==> config.mk <==
export PLATFORM = sky130hd
export DESIGN_NAME = word_aligned_byte_packer_unit
export DESIGN_NICKNAME = d
export VERILOG_FILES = /design/src/hdl/wabp_pkg.sv /design/src/hdl/word_aligned_byte_packer_unit.sv /design/src/hdl/wabp_pack_core.sv
export SDC_FILE = /design/constraint.sdc
export NUM_CORES = 1
export LEC_CHECK = 0
export BUFFER_PORTS_ARGS = -buffer_cell sky130_fd_sc_hd__buf_2
export CAP_MARGIN = 40
export CORE_ASPECT_RATIO = 1.4
export CORE_MARGIN = 2
export CORE_UTILIZATION = 60
export CTS_BUF_LIST = sky130_fd_sc_hd__clkbuf_4 sky130_fd_sc_hd__clkbuf_8
export CTS_CLUSTER_SIZE = 10
export DETAILED_ROUTE_END_ITERATION = 10
export HOLD_SLACK_MARGIN = 0.15
export PLACE_DENSITY = 0.89
export SYNTH_ARGS = -nofsm -noshare
export SYNTH_HDL_FRONTEND = slang
export SYNTH_HIERARCHICAL = 1
export SYNTH_SLANG_ARGS = --single-unit
==> constraint.sdc <==
create_clock -name clk -period 11.1 [get_ports clk]
set_input_delay 1.11 -clock clk [delete_from_list [all_inputs] [get_ports clk]]
set_output_delay 1.11 -clock clk [all_outputs]
set_load 0.05 [all_outputs]
==> src/hdl/wabp_pkg.sv <==
// Shared types and constants for the word-aligned byte packer.
// Used by wabp_pack_core and word_aligned_byte_packer_unit; depends on nothing.
package wabp_pkg;

  // Word geometry: four byte lanes, addressed by a two-bit lane number.
  localparam int LANES_PER_WORD = 4;
  localparam int LANE_BITS = 2;
  localparam int BYTE_BITS = 8;
  localparam int WORD_BITS = LANES_PER_WORD * BYTE_BITS;
  localparam int INDEX_BITS = 12;

  // Default wrap point of the word offset.
  localparam int MAX_WORDS_DEFAULT = 4096;

  // Lane whose filling completes a word.
  localparam logic [LANE_BITS-1:0] TOP_LANE = LANE_BITS'(LANES_PER_WORD - 1);

  // One source byte of a copy.
  typedef struct packed {
    logic [BYTE_BITS-1:0] data_byte;
    logic [LANE_BITS-1:0] start_lane;
    logic                 first_byte;
    logic                 last_byte;
  } wabp_in_t;

  // One word write toward the destination.
  typedef struct packed {
    logic [WORD_BITS-1:0]      word_data;
    logic [LANES_PER_WORD-1:0] byte_enable;
    logic [INDEX_BITS-1:0]     word_index;
    logic                      last_word;
  } wabp_out_t;

endpackage

==> src/hdl/word_aligned_byte_packer_unit.sv <==
// Top level of the word-aligned byte packer: input register, packing core, result register.
// Depends on wabp_pkg and wabp_pack_core.

// The packer takes one byte per cycle and packs each copy little-endian into
// 32-bit words, starting at the lane carried on the first byte. It issues one
// write per filled word and a final, possibly partial, write when the last
// byte arrives; byte_enable names the lanes that hold source bytes and the
// word index counts words from the start of the copy, wrapping at MAX_WORDS.
// A byte is captured in the input register and its word, if any, is loaded
// from there into the result register. Throughput is one byte per cycle;
// input is held back only while the result register is occupied and not
// taken and the held byte completes another word.
module word_aligned_byte_packer_unit #(
  parameter int MAX_WORDS = wabp_pkg::MAX_WORDS_DEFAULT
) (
  input  logic                clk,
  input  logic                rst,
  input  logic                byte_valid,
  output logic                byte_ready,
  input  wabp_pkg::wabp_in_t  byte_item,
  output logic                word_valid,
  input  logic                word_ready,
  output wabp_pkg::wabp_out_t word_item
);
  import wabp_pkg::*;

  logic      hold_valid;
  wabp_in_t  hold_item;
  logic      advance;
  logic      emit;
  wabp_out_t result;

  // The held byte moves on unless its word would land on an untaken result.
  assign advance    = hold_valid && (!emit || !word_valid || word_ready);
  assign byte_ready = !hold_valid || advance;

  // Input register.
  always_ff @(posedge clk) begin
    if (rst) begin
      hold_valid <= 1'b0;
    end else if (byte_ready) begin
      hold_valid <= byte_valid;
    end
  end

  always_ff @(posedge clk) begin
    if (byte_valid && byte_ready) begin
      hold_item <= byte_item;
    end
  end

  wabp_pack_core #(
    .MAX_WORDS(MAX_WORDS)
  ) u_core (
    .clk   (clk),
    .rst   (rst),
    .step  (advance),
    .item  (hold_item),
    .emit  (emit),
    .result(result)
  );

  // Result register: loaded by a word write, cleared by its transfer.
  always_ff @(posedge clk) begin
    if (rst) begin
      word_valid <= 1'b0;
    end else if (advance && emit) begin
      word_valid <= 1'b1;
    end else if (word_ready) begin
      word_valid <= 1'b0;
    end
  end

  always_ff @(posedge clk) begin
    if (advance && emit) begin
      word_item <= result;
    end
  end

  // Every write carries at least one source byte.
  a_enable_nonzero : assert property (@(posedge clk) disable iff (rst)
    word_valid |-> (word_item.byte_enable != '0))
    else $error("word write with empty byte enable");

  // A write that does not end a copy was caused by filling the top lane.
  a_full_word_top_lane : assert property (@(posedge clk) disable iff (rst)
    (word_valid && !word_item.last_word) |-> word_item.byte_enable[LANES_PER_WORD-1])
    else $error("mid-copy write without top lane");

  // An empty input register always accepts a byte.
  a_empty_hold_ready : assert property (@(posedge clk) disable iff (rst)
    !hold_valid |-> byte_ready)
    else $error("input register empty but not ready");

  // The input stalls only behind an occupied, untaken result.
  a_stall_cause : assert property (@(posedge clk) disable iff (rst)
    !byte_ready |-> (hold_valid && emit && word_valid && !word_ready))
    else $error("input stalled without a blocked result");

endmodule

==> src/hdl/wabp_pack_core.sv <==
// Packing state and next-state logic of the word-aligned byte packer.
// Depends on wabp_pkg for the item types and word geometry.
module wabp_pack_core #(
  parameter int MAX_WORDS = wabp_pkg::MAX_WORDS_DEFAULT
) (
  input  logic                clk,
  input  logic                rst,
  input  logic                step,
  input  wabp_pkg::wabp_in_t  item,
  output logic                emit,
  output wabp_pkg::wabp_out_t result
);
  import wabp_pkg::*;

  localparam int CNT_BITS = (MAX_WORDS > 1) ? $clog2(MAX_WORDS) : 1;
  localparam logic [CNT_BITS-1:0] CNT_LAST = CNT_BITS'(MAX_WORDS - 1);

  logic [WORD_BITS-1:0]      assembly_word;
  logic [LANES_PER_WORD-1:0] lane_mask;
  logic [LANE_BITS-1:0]      next_lane;
  logic [CNT_BITS-1:0]       word_counter;

  logic [WORD_BITS-1:0]      assembly_word_next;
  logic [LANES_PER_WORD-1:0] lane_mask_next;
  logic [LANE_BITS-1:0]      next_lane_next;
  logic [CNT_BITS-1:0]       word_counter_next;

  logic [LANE_BITS-1:0]      lane;
  logic [WORD_BITS-1:0]      word_base;
  logic [LANES_PER_WORD-1:0] mask_base;
  logic [CNT_BITS-1:0]       count_base;
  logic [WORD_BITS-1:0]      word_merged;
  logic [LANES_PER_WORD-1:0] mask_merged;
  logic [CNT_BITS-1:0]       count_inc;

  // A first byte restarts the copy at its own lane with empty gathered state.
  always_comb begin
    lane       = item.first_byte ? item.start_lane : next_lane;
    word_base  = item.first_byte ? '0 : assembly_word;
    mask_base  = item.first_byte ? '0 : lane_mask;
    count_base = item.first_byte ? '0 : word_counter;
  end

  // Merge the byte into its lane and decide whether a word write is due.
  always_comb begin
    word_merged = word_base |
                  (WORD_BITS'(item.data_byte) << (BYTE_BITS * int'(lane)));
    mask_merged = mask_base | (LANES_PER_WORD'(1) << lane);
    emit        = (lane == TOP_LANE) || item.last_byte;
    count_inc   = (count_base == CNT_LAST) ? '0 : count_base + CNT_BITS'(1);

    result.word_data   = word_merged;
    result.byte_enable = mask_merged;
    result.word_index  = INDEX_BITS'(count_base);
    result.last_word   = item.last_byte;
  end

  // State after this byte: cleared at end of copy, advanced on a full word.
  always_comb begin
    if (item.last_byte) begin
      assembly_word_next = '0;
      lane_mask_next     = '0;
      next_lane_next     = '0;
      word_counter_next  = '0;
    end else if (emit) begin
      assembly_word_next = '0;
      lane_mask_next     = '0;
      next_lane_next     = '0;
      word_counter_next  = count_inc;
    end else begin
      assembly_word_next = word_merged;
      lane_mask_next     = mask_merged;
      next_lane_next     = lane + LANE_BITS'(1);
      word_counter_next  = count_base;
    end
  end

  always_ff @(posedge clk) begin
    if (rst) begin
      assembly_word <= '0;
      lane_mask     <= '0;
      next_lane     <= '0;
      word_counter  <= '0;
    end else if (step) begin
      assembly_word <= assembly_word_next;
      lane_mask     <= lane_mask_next;
      next_lane     <= next_lane_next;
      word_counter  <= word_counter_next;
    end
  end

endmodule
After elaboration in Yosys (flattened, before gate mapping)
Index checks and enable logic that the tools add are counted.

storage, ports and cells
  register bits after elaboration = 113
  input bits = 16
  output and inout bits = 51

cells by class
  $add $sub $neg = 2
  eq/ne operators = 2
  shift-type cells = 2
  multiplexer cells = 15
  bitwise gates (word level) = 2
  reduce and logical (&&, ||, !) cells = 11

operators by type and width
  cell                   number
  $mux 32                3
  $mux 12                4
  $or 32x32->32          1
  $shl 8x5->32           1
  $add 12x1->12 const B  1
  $eq 12x12->1 const B   1
  $mux 4                 3
  $mux 2                 3
  $logic_or 1x1->1       4
  $or 4x4->4             1
  $shl 1x2->4 const A    1
  $logic_and 1x1->1      3
  $logic_not 1->1        3
  $add 2x1->2 const B    1
  $eq 2x2->1 const B     1
  $mux 1                 2
  $reduce_bool 2->1      1

Logic depth before layout (Yosys ltp)
Gate-level depths: netlist (run 1).

  depth in word-level cells = 9
  gate-level depth with buffers = 14
  mapped depth without buffers = 9

Cells and area by module
The synthesis (run 1) kept the hierarchy.

modules (own cells, without submodules)
  module                         instances  cells each  area an instance (sq um)  sequential area each (sq um)
  wabp_pack_core                 1          404         3,171.8                   1,001.0
  word_aligned_byte_packer_unit  1          73          1,935.6                   1,871.8

Least setup slack after synthesis (run 1)
OpenSTA, ideal clock, no wires.

  kind = reg-to-reg
  start = register hold_item[1] in the netlist's numbering
  end = register word_item[0] in the netlist's numbering, enable pin
  setup time = 0.456 ns
  arrival time = 3.877 ns
  required time = 10.644 ns
  path slack = 6.767 ns
  stages on the path, launching flop included = 10
  path buffers = 3
  period minus slack after synthesis = 4.333 ns
  cell sequence = edfxtp_1 > buf_2 > buf_2 > mux2i_1 > inv_1 > ha_1 > or2_2 > clkbuf_1 > nand2_1 > nor2_1

between the ends
  word-level cells in the longest chain between the ends = 8

ends and longest elaborated chain
  item                            line                                 RTL
  start: declaration              word_aligned_byte_packer_unit.sv:28  wabp_in_t hold_item;
  start signal: assignment        word_aligned_byte_packer_unit.sv:48  hold_item <= byte_item;
  $mux 2 *                        wabp_pack_core.sv:38                 lane = item.first_byte ? item.start_lane : next_lane;
  $eq 2x2->1 *                    wabp_pack_core.sv:49                 emit = (lane == TOP_LANE) || item.last_byte;
  $logic_or 1x1->1 *              wabp_pack_core.sv:49
  net emit                        word_aligned_byte_packer_unit.sv:30  logic emit;
  $logic_not 1->1                 word_aligned_byte_packer_unit.sv:34  assign advance = hold_valid && (!emit || !word_valid || word_ready);
  $logic_or 1x1->1 (2 in series)  word_aligned_byte_packer_unit.sv:34
  $logic_and 1x1->1               word_aligned_byte_packer_unit.sv:34
  $logic_and 1x1->1 *             word_aligned_byte_packer_unit.sv:75  if (advance && emit) begin
  end signal: assignment          word_aligned_byte_packer_unit.sv:76  word_item <= result;
  end: declaration                word_aligned_byte_packer_unit.sv:23  output wabp_pkg::wabp_out_t word_item

Mark *: on every way through the listed nets, which the timed path passes. The rest lies on a longest branch.
A chain may end at the register's enable or synchronous reset.

Worst setup path after layout (run 1)
  start = register hold_item[1] in the netlist's numbering
  end = register u_core.assembly_word[6]

between the ends
  word-level cells in the longest chain between the ends = 7

ends and longest elaborated chain
  item                            line                                 RTL
  $mux 2                          wabp_pack_core.sv:38
  $eq 2x2->1                      wabp_pack_core.sv:49
  $logic_or 1x1->1                wabp_pack_core.sv:49
  net emit                        word_aligned_byte_packer_unit.sv:30
  $logic_not 1->1                 word_aligned_byte_packer_unit.sv:34
  $logic_or 1x1->1 (2 in series)  word_aligned_byte_packer_unit.sv:34
  $logic_and 1x1->1               word_aligned_byte_packer_unit.sv:34
  net advance                     word_aligned_byte_packer_unit.sv:29  logic advance;
  end signal: assignment          wabp_pack_core.sv:85                 assembly_word <= assembly_word_next;
  end: declaration                wabp_pack_core.sv:18                 logic [WORD_BITS-1:0] assembly_word;

The timed path passes the listed nets, and every way through them passes these cells.

==> results.yml, run 1 <==
drt:
  wl_per_cell_um: 17.37
  ant_nets: 0
  dr.first_iter.drc_count: 296
  vias: 3819
  drc: 0
  drt_first_pass_iters: 5
  routed_via_density: 5.857
  wl_um: 11330
clocking:
  cts_tree: "built"
  cts_root_buf: "clkbuf_8"
  cts_setup_buffers: 0
  clk_pin_slew_worst_paths_ns: 0.06
  cts_hold_buf: 0
  cts.path.max_buffers: 2
  insertion_delay_ns: 0.44
  h-tree-depth: 4
  cts_made_buffers: 17
  post_cts_resized: 0
  cts_sinks: 113
run_status:
  outcome: "completed"
timing:
  whs_ns: 0.4672
  fmax_mhz: 229.3
  slew_headroom_pct: 40.80
  rsz0062_at_grt: "no"
  tightest_slew_ns: 0.8879
  fin_crit_ns: 4.360
  setup_violations: 0
  hold_viol: 0
  skew_ns: 0.007963
  finalCritPeriodShare_pct: 39.28
  setup_slack_ns: 6.740
  fin_setup_tns_ns: 0
  slew_viol_final: 0
yosys:
  synth_common_cells: "61 x edfxtp_1, 52 x dfxtp_1, 49 x nor2b_1"
  synthCells: 477
  ys_ff_latch: 113
  ys_types: 55
  syn_nets: 498
  synth_top_area_cell: "edfxtp_1"
  postSynthAreaPerCell_um2: 10.71
  seq_area_frac_synth_pct: 56.25
  post-synth-top-count-cell: "edfxtp_1"
  ys.warnings.count: 6
  synth_top_cell_area_share_pct: 35.86
  synth_edf_count: 61
  synthesis.area_um2: 5107
  async_flop_share_pct: 0
  synth_area_leaders: "edfxtp_1 36%, dfxtp_1 20%, nor2b_1 6.0%, nand2b_1 4.7%, a21oi_1 4.0%"
  synthFlopType: "edfxtp_1"
setup_path:
  cp_max_fo: 63
  critical_path.startpoint: "hold_item[1]"
  worstPathArrival_ns: 4.71
  crit_required_ns: 11.45
  crit_type: "flip-flop to flip-flop"
  r2r_start: "hold_item[1]"
  rr_worst_depth: 12
  critPathLaunchType: "flip-flop"
  ff2ff_setup_slack_ns: 6.74
  end_kind: "flip-flop"
  r2r-end: "u_core/assembly_word[6]"
final_layout:
  final_area_um2: 5824
  fin_nets: 559
  num_antenna_cells: 0
  drive_gt1_share_pct: 23.27
  areaGrowthSynthToFinish_pct: 14.04
place:
  port-buffer-count: 66
  post-place-ws_ns: 6.915
  place_area_um2: 5498
  gp_congestion: 0.8769
  dpl.hpwl_um: 7423
floorplan:
  die_area_um2: 9277
  io_pins: 67
  die_y_um: 113.2
  initial_utilization_pct: 62.30
  core_um2: 8198
  die_width_um: 81.98
  num_rows: 39
hold_path:
  min_path_cells: 2
  whs_endpoint: "u_core/assembly_word[26]"
  min_from: "u_core/assembly_word[26]"
  hold_path.class: "flip-flop to flip-flop"
power_and_ir_drop:
  clockPowerShare_pct: 37.8
  pwr-share-seq_pct: 53.9
  leakage_uw: 0.002312
  netSwitchingFraction_pct: 24.65
  power_frac_comb_pct: 8.3
  peakVddDrop_mv: 0.1116
  p_sw_uw: 209.5
  power.density_nw_per_um2: 145.9
  internal_power_uw: 640.3
flow_run:
  max_cap_violations: 0
global_routing:
  grt_pass1_wl_um: 17880
  grt_use_total_pct: 26.16
  grt.overflow.total: 0
  grt_max_degree: 64
  grt_pass1_vias: 3867
  antenna_found_initial: 0
==> state kept, by name (all words and copies together), names as in the netlist <==
name and count:
hold_item 12, u_core/word_counter 12, word_item 49, word_valid 1, u_core/next_lane 2, u_core/lane_mask 4
hold_valid 1, u_core/assembly_word 32
==> cell type report <==
class                      instances  area (um^2)
timing repair buffer              70        367.9
sequential                       113         2873
inverter                           8        30.03
clock inverter                     9        42.54
fill                             608         2374
clock buffer                      22        284.0
multi-input combinational        328         2100
tap                              102        127.6
==> critical path, cell delays in order, from the launching register on <==
cell and delay, ns:
edfxtp_1 0.33, buf_4 0.54, mux2i_1 0.43, inv_1 0.14
ha_1 0.33, or2_2 0.39, a21boi_2 0.13, buf_4 0.39
nor2b_1 0.34, nor2b_2 0.70, buf_8 0.25, o21ai_0 0.14
a21oi_1 0.15
==> metrics by stage <==
stage / power [uW] / utilization (%) / cells
after floorplan: 518.1 / - / 477
after global routing: 878.6 / 71.05 / 652
after CTS: 855.5 / 71.05 / 652
final: 849.8 / 71.05 / 652
after global placement: 534.0 / 66.88 / 620
after detailed placement: 536.6 / 67.06 / 621
==> cell usage in the layout, fill, tap and decap left out, types with 12 or more instances in the layout <==
cell type | netlist | layout
clkbuf_8 | 0 | 19
or2_1 | 12 | 12
nand2_1 | 14 | 14
a21oi_1 | 41 | 41
dfxtp_1 | 52 | 52
nand2b_1 | 38 | 38
o21ai_1 | 33 | 33
nor2b_1 | 49 | 48
or2_2 | 21 | 21
a21boi_1 | 26 | 25
buf_2 | 8 | 66
edfxtp_1 | 61 | 61
==> how the worst max path moves through the flow <==
| stage | slack [ns] | endpoint | cells past startpoint |
|---|---|---|---|
| detailed placement | 6.91 | u_core/assembly_word[6] | 12 |
| finish | 6.74 | u_core/assembly_word[6] | 12 |
| global route | 6.53 | u_core/assembly_word[11] | 12 |
| CTS | 6.89 | u_core/assembly_word[6] | 12 |
| floorplan | 6.77 | word_item[0] | 9 |
| global placement | 6.79 | u_core/assembly_word[24] | 11 |
==> cells by family (layout without fill, tap and decap cells) <==
logic type	after synthesis	after routing	synth area share (%)
XOR/XNOR	1	1	0.1715
flip-flops	113	113	56.25
AO/OA/AOI/OAI	139	139	16.88
AND/OR/NAND/NOR	181	181	22.17
adder cells (fa/ha/maj)	5	5	1.225
multiplexers	2	2	0.3920
buffers and inverters	36	109	2.915
==> power by group through the flow <==
stage	registers [uW]	clock network [uW]	logic (uW)
floorplan	483	0	35.2
global placement	466	0	67.9
detailed placement	467	0	69.8
CTS	458	327	70.3
global route	459	345	75.3
finish	458	321	70.8
==> routing by layer <==
| layer | vias up | routed length, um | GRT usage, % |
|---|---|---|---|
| met1 | 1837 | 4162 | 27.80 |
| met4 | 0 | 387 | 15.00 |
| met5 | - | 0 | 0 |
| met2 | 126 | 6261 | 44.55 |
| met3 | 35 | 513 | 8.214 |
| li1 | 1821 | - | - |
(Power assumes the default switching activity.)
==> inputs of run 2 (changes only) <==
clock period = 4.05 ns   (was 11.1 ns; I/O delays follow)
==> run 2 against run 1 <==
  * Sequential power increased to 2.8 times the previous value
  * Design area increased by 3.0%
  * Setup slack got worse by 5.8 ns
  * Register-to-register slack got worse by 5.8 ns
  * Total power increased to 2.9 times the previous value
  * Critical path depth decreased by 2
  * Via count increased by 1.5%
  * Core utilization increased by 2.1 points
  * Sequential cell count unchanged
  * Final cell count increased by 2.0%
  * Highest routed layer unchanged
==> results.yml, run 2 (synthesis gave the netlist of run 1 again) <==
power_and_ir_drop:
  leakage_uw: 0.002384
  power.density_nw_per_um2: 411.3
  pwr-share-seq_pct: 50.9
  internal_power_uw: 1890
  p_sw_uw: 576.4
  netSwitchingFraction_pct: 23.37
  peakVddDrop_mv: 0.3281
  power_frac_comb_pct: 8.4
  clockPowerShare_pct: 40.7
clocking:
  clk_pin_slew_worst_paths_ns: 0.06
  cts_tree: "built"
  insertion_delay_ns: 0.43
  h-tree-depth: 4
  cts_made_buffers: 17
  cts_root_buf: "clkbuf_8"
  post_cts_resized: 0
  cts_setup_buffers: 0
  cts_hold_buf: 10
  cts.path.max_buffers: 2
  cts_sinks: 113
final_layout:
  stdcell_count: 665
  drive_gt1_share_pct: 22.91
  layout_commonest_cell: "buf_2"
  largest-register: "word_item"
  final_cell_mix: "66 x buf_2, 61 x edfxtp_1, 52 x dfxtp_1, 48 x nor2b_1, 41 x a21oi_1"
  reg_top3: "word_item: 49 flops, u_core/assembly_word: 32 flops"
  areaGrowthSynthToFinish_pct: 17.42
  fin_util_pct: 73.15
  fin_nets: 571
  num_antenna_cells: 0
  largest_register_ffs: 49
place:
  gp_congestion: 0.9035
  dpl.hpwl_um: 7641
  port-buffer-count: 66
  placed_cells: 622
setup_path:
  critPathLaunchType: "flip-flop"
  ff2ff_setup_slack_ns: 0.99
  end_kind: "flip-flop"
  crit_required_ns: 4.39
  critical_path.startpoint: "hold_item[2]"
  r2r_start: "hold_item[2]"
  crit_type: "flip-flop to flip-flop"
  cp_max_fo: 36
  worstPathArrival_ns: 3.41
drt:
  ant_nets: 0
  top_layer: "met4"
  vias: 3877
  dr.first_iter.drc_count: 334
  met1_length_um: 4428
  wl_per_cell_um: 17.60
  drc: 0
  wl_met3_um: 552
  wl_um: 11710
  drt_first_pass_iters: 5
  met2_length_um: 6209
  routed_via_density: 5.830
global_routing:
  antenna_found_initial: 0
  grt_max_degree: 62
  grt_pass1_wl_um: 18840
  grt_pass1_vias: 3912
  grt_use_total_pct: 27.23
  grt.overflow.total: 0
floorplan:
  num_rows: 39
  die_y_um: 113.2
  core_um2: 8198
  io_pins: 67
  initial_utilization_pct: 62.30
  die_width_um: 81.98
  die_area_um2: 9277
timing:
  finalCritPeriodShare_pct: 75.61
  slew_viol_final: 0
  rsz0062_at_grt: "no"
  setup_violations: 0
  fin_crit_ns: 3.062
  whs_ns: 0.1790
  skew_ns: 0.008379
  fmax_mhz: 326.6
  fin_setup_tns_ns: 0
  tightest_slew_ns: 0.8863
  slew_headroom_pct: 40.92
  hold_viol: 0
hold_path:
  min_from: "byte_item[2]"
  hold_path.class: "input pin to flip-flop"
flow_run:
  max_cap_violations: 0
run_status:
  outcome: "completed"
-- run 2: cell count changes in the layout (fill, tap and decap cells not counted), sizes merged --
cell         previous run  this run
clkbuf                 22        23
dlygate4sd3             0        11
buf                    70        71
clkinv                  9         7
bufinv                  0         2
-- run 2: critical path, stage by stage, from the launching register on --
cell and delay (ns):
edfxtp_1 0.45, mux2i_1 0.33, inv_1 0.11, ha_1 0.32, or2_2 0.39, a21boi_2 0.20
nor2b_1 0.30, nor2b_2 0.19, buf_4 0.33, o21ai_0 0.16, a21oi_1 0.17
-- run 2: metal layers --
metal / vias up / global-route usage [%]
li1: 1840 / -
met1: 1864 / 30.17
met2: 136 / 45.42
met3: 37 / 7.656
met4: 0 / 16.22
met5: - / 0
-- run 2: area by class of cell --
type / instances / area [um^2]
fill: 567 / 2201
inverter: 8 / 30.03
clock inverter: 9 / 91.34
sequential: 113 / 2873
clock buffer: 23 / 285.3
timing repair buffer: 82 / 490.5
tap: 102 / 127.6
multi-input combinational: 328 / 2100
-- run 2: worst paths after layout --
path	endpoint	cells past startpoint
max reg2reg	u_core/assembly_word[6]	10
min reg2reg	u_core/assembly_word[16]	2
max	u_core/assembly_word[6]	10
min	hold_item[2]	1
-- run 2: power groups by stage --
stage          Sequential, uW  Combinational [uW]  Clock [uW]
6_report                 1260                 206        1010
5_1_grt                  1260                 219        1070
4_1_cts                  1260                 203        1020
3_5_place_dp             1280                 195           0
3_3_place_gp             1280                 190           0
2_1_floorplan            1320                96.6           0
-- run 2: through the flow --
step	worst slack, ns	total power [uW]	area, um^2
floorplan	0.5281	1419	5110
global placement	1.112	1468	5510
detailed placement	1.077	1475	5510
CTS	1.046	2474	5987
global route	0.7811	2545	5997
finish	0.9878	2467	5997
==> inputs of run 3 (changes only) <==
ABC_AREA = 1   (was not set)
CORE_UTILIZATION = 53   (was 60)
PLACE_DENSITY = 0.85   (was 0.89)
clock period = 2.6 ns   (was 4.05 ns; I/O delays follow)
==> run 3 against run 2 <==
  * Non-clock buffer count rose by 10
  * Sequential power rose by 56%
  * First-iteration DRC count rose by 29%
  * Critical path type unchanged
  * Clock skew rose by 0.00081 ns
  * Highest routed layer unchanged
  * Die area rose by 3.4%
  * Register-to-register slack got worse by 0.87 ns
  * Setup slack got worse by 0.87 ns
  * Design area fell by 5.1%
  * Total power rose by 59%
==> results.yml, run 3 <==
setup_path:
  critPathLaunchType: "flip-flop"
  ff2ff_setup_slack_ns: 0.12
  crit_type: "flip-flop to flip-flop"
  worstPathArrival_ns: 2.84
  end_kind: "flip-flop"
  cp_max_fo: 22
  crit_required_ns: 2.95
yosys:
  synth_top_area_cell: "edfxtp_1"
  synth_compound_area_share_pct: 12.67
  syn_nets: 506
  ys_ff_latch: 113
  synth_fa_ha_area_share_pct: 1.340
  synth_top_cell_area_share_pct: 39.23
  synthFlopType: "edfxtp_1"
  postSynthAreaPerCell_um2: 9.628
  synthesis.area_um2: 4669
  synth_area_leaders: "edfxtp_1 39%, dfxtp_1 22%, nand2_1 14%, a21oi_1 5.5%, o21ai_4 3.1%"
  ys_types: 34
  async_flop_share_pct: 0
  synth_common_cells: "175 x nand2_1, 61 x edfxtp_1, 52 x dfxtp_1"
  synthMuxAreaShare_pct: 0
  synth-simple-area-share_pct: 18.57
  synthCells: 485
  synth_edf_count: 61
  synth_top_family_by_area: "simple AND/OR/NAND/NOR gates"
  ys.warnings.count: 6
  post-synth-top-count-cell: "nand2_1"
  seq_area_frac_synth_pct: 61.52
  synth-xor-area-share_pct: 0.7503
drt:
  vias: 3813
  wl_per_cell_um: 15.32
  ant_nets: 0
  dr.first_iter.drc_count: 431
  drc: 0
  wl_um: 10600
  drt_first_pass_iters: 5
  routed_via_density: 5.510
global_routing:
  grt_use_total_pct: 22.97
  grt_pass1_vias: 3674
  grt.overflow.total: 0
  grt_max_degree: 51
  antenna_found_initial: 0
  grt_pass1_wl_um: 16980
timing:
  setup_violations: 0
  hold_viol: 0
  fin_crit_ns: 2.484
  fmax_mhz: 402.5
  skew_ns: 0.009188
  rsz0062_at_grt: "no"
  finalCritPeriodShare_pct: 95.55
  slew_headroom_pct: 56.93
  tightest_slew_ns: 0.6461
  fin_setup_tns_ns: 0
  slew_viol_final: 0
  setup_slack_ns: 0.1156
  whs_ns: 0.2925
run_status:
  outcome: "completed"
clocking:
  insertion_delay_ns: 0.43
  h-tree-depth: 4
  cts_sinks: 113
  cts_setup_buffers: 0
  cts.path.max_buffers: 2
  cts_tree: "built"
  clk_pin_slew_worst_paths_ns: 0.07
  cts_made_buffers: 17
  cts_root_buf: "clkbuf_8"
power_and_ir_drop:
  leakage_uw: 0.002130
  peakVddDrop_mv: 0.4171
  power.density_nw_per_um2: 689.9
final_layout:
  regArea_um2: 2873
  fin_util_pct: 66.51
  reg_top3: "word_item: 49 flops, u_core/assembly_word: 32 flops"
  layout_commonest_cell: "nand2_1"
  final_area_um2: 5692
  n_fill_cell: 623
  drive_gt1_share_pct: 23.17
  multiInputGateArea_um2: 1587
  largest_register_ffs: 49
  largest-register: "word_item"
  final_cell_mix: "174 x nand2_1, 66 x buf_2, 61 x edfxtp_1, 52 x dfxtp_1, 51 x a21oi_1"
  areaGrowthSynthToFinish_pct: 21.89
  num_antenna_cells: 0
  fin_nets: 595
place:
  dpl.hpwl_um: 6818
  place_area_um2: 5149
  port-buffer-count: 66
  gp_congestion: 0.8886
  post-place-ws_ns: 0.1384
floorplan:
  initial_utilization_pct: 54.56
  num_rows: 40
  die_width_um: 83.33
  die_area_um2: 9588
  io_pins: 67
  core_um2: 8558
  die_y_um: 115.1
flow_run:
  max_cap_violations: 0
hold_path:
  hold_path.class: "input pin to flip-flop"
-- run 3: changes by cell type in the layout (fill, tap and decap cells not counted), moves of 21 or more --
cell and delta:
a21boi_1 -25, nand2_1 +160, nand2b_1 -38, nor2b_1 -48, o21ai_1 -32, or2_2 -21
-- run 3: cell families (layout without fill, tap and decap cells) --
family                   Yosys count  count (layout)
AND/OR/NAND/NOR                  214             214
flip-flops                       113             113
AO/OA/AOI/OAI                     94              94
buffers and inverters             55             157
adder cells (fa/ha/maj)            5               5
XOR/XNOR                           4               4
-- run 3: worst paths after layout --
| path | startpoint | to | depth (start not counted) |
|---|---|---|---|
| max | hold_item[1] | u_core/assembly_word[31] | 15 |
| min | word_ready | word_valid | 6 |
| max reg2reg | hold_item[1] | u_core/assembly_word[31] | 15 |
| min reg2reg | u_core/lane_mask[3] | u_core/lane_mask[3] | 2 |
-- run 3: power breakdown --
part	leakage, uW	internal [uW]	total, uW	switching, uW
Sequential	0.000972	1940	1960	21.0
Clock	0.000195	896	1580	685
Combinational	0.000962	97.3	385	287
Total	0.00213	2930	3930	994
-- run 3: metal layers --
layer | up-vias | GRT usage [%] | wire length [um]
met5 | - | 0 | 0
met4 | 0 | 14.97 | 455
met3 | 39 | 5.743 | 698
met2 | 197 | 40.43 | 5572
met1 | 1795 | 24.56 | 3877
li1 | 1782 | - | -
-- run 3: critical path, cell delays in order, from the launching register on --
cell and delay [ns]:
edfxtp_1 0.41, inv_4 0.10, or2_4 0.25, o21ai_4 0.08, inv_4 0.05, ha_4 0.17
inv_2 0.10, nand2_4 0.10, a31oi_1 0.22, inv_2 0.07, nor2_1 0.15, inv_1 0.14
nor2_4 0.12, buf_6 0.21, nand2_1 0.07, a21oi_1 0.17
-- run 3: layout make-up --
class	instances	share of cell area, %
sequential	113	50.47
multi-input combinational	317	27.87
timing repair buffer	92	10.24
clock buffer	20	4.726
inverter	33	2.330
tap	105	2.308
clock inverter	12	2.044
-- run 3: through the flow --
stage,power (uW),std cells
final,3927,692
after global routing,4049,692
after CTS,3945,692
after detailed placement,2360,645
after global placement,2345,644
after floorplan,2264,485
-- run 3: timing repair --
item	4_1_cts	5_1_grt
gates resized for setup	0	3
setup endpoints to repair	0	15
hold buffers	15	0
hold endpoints to repair	14	0
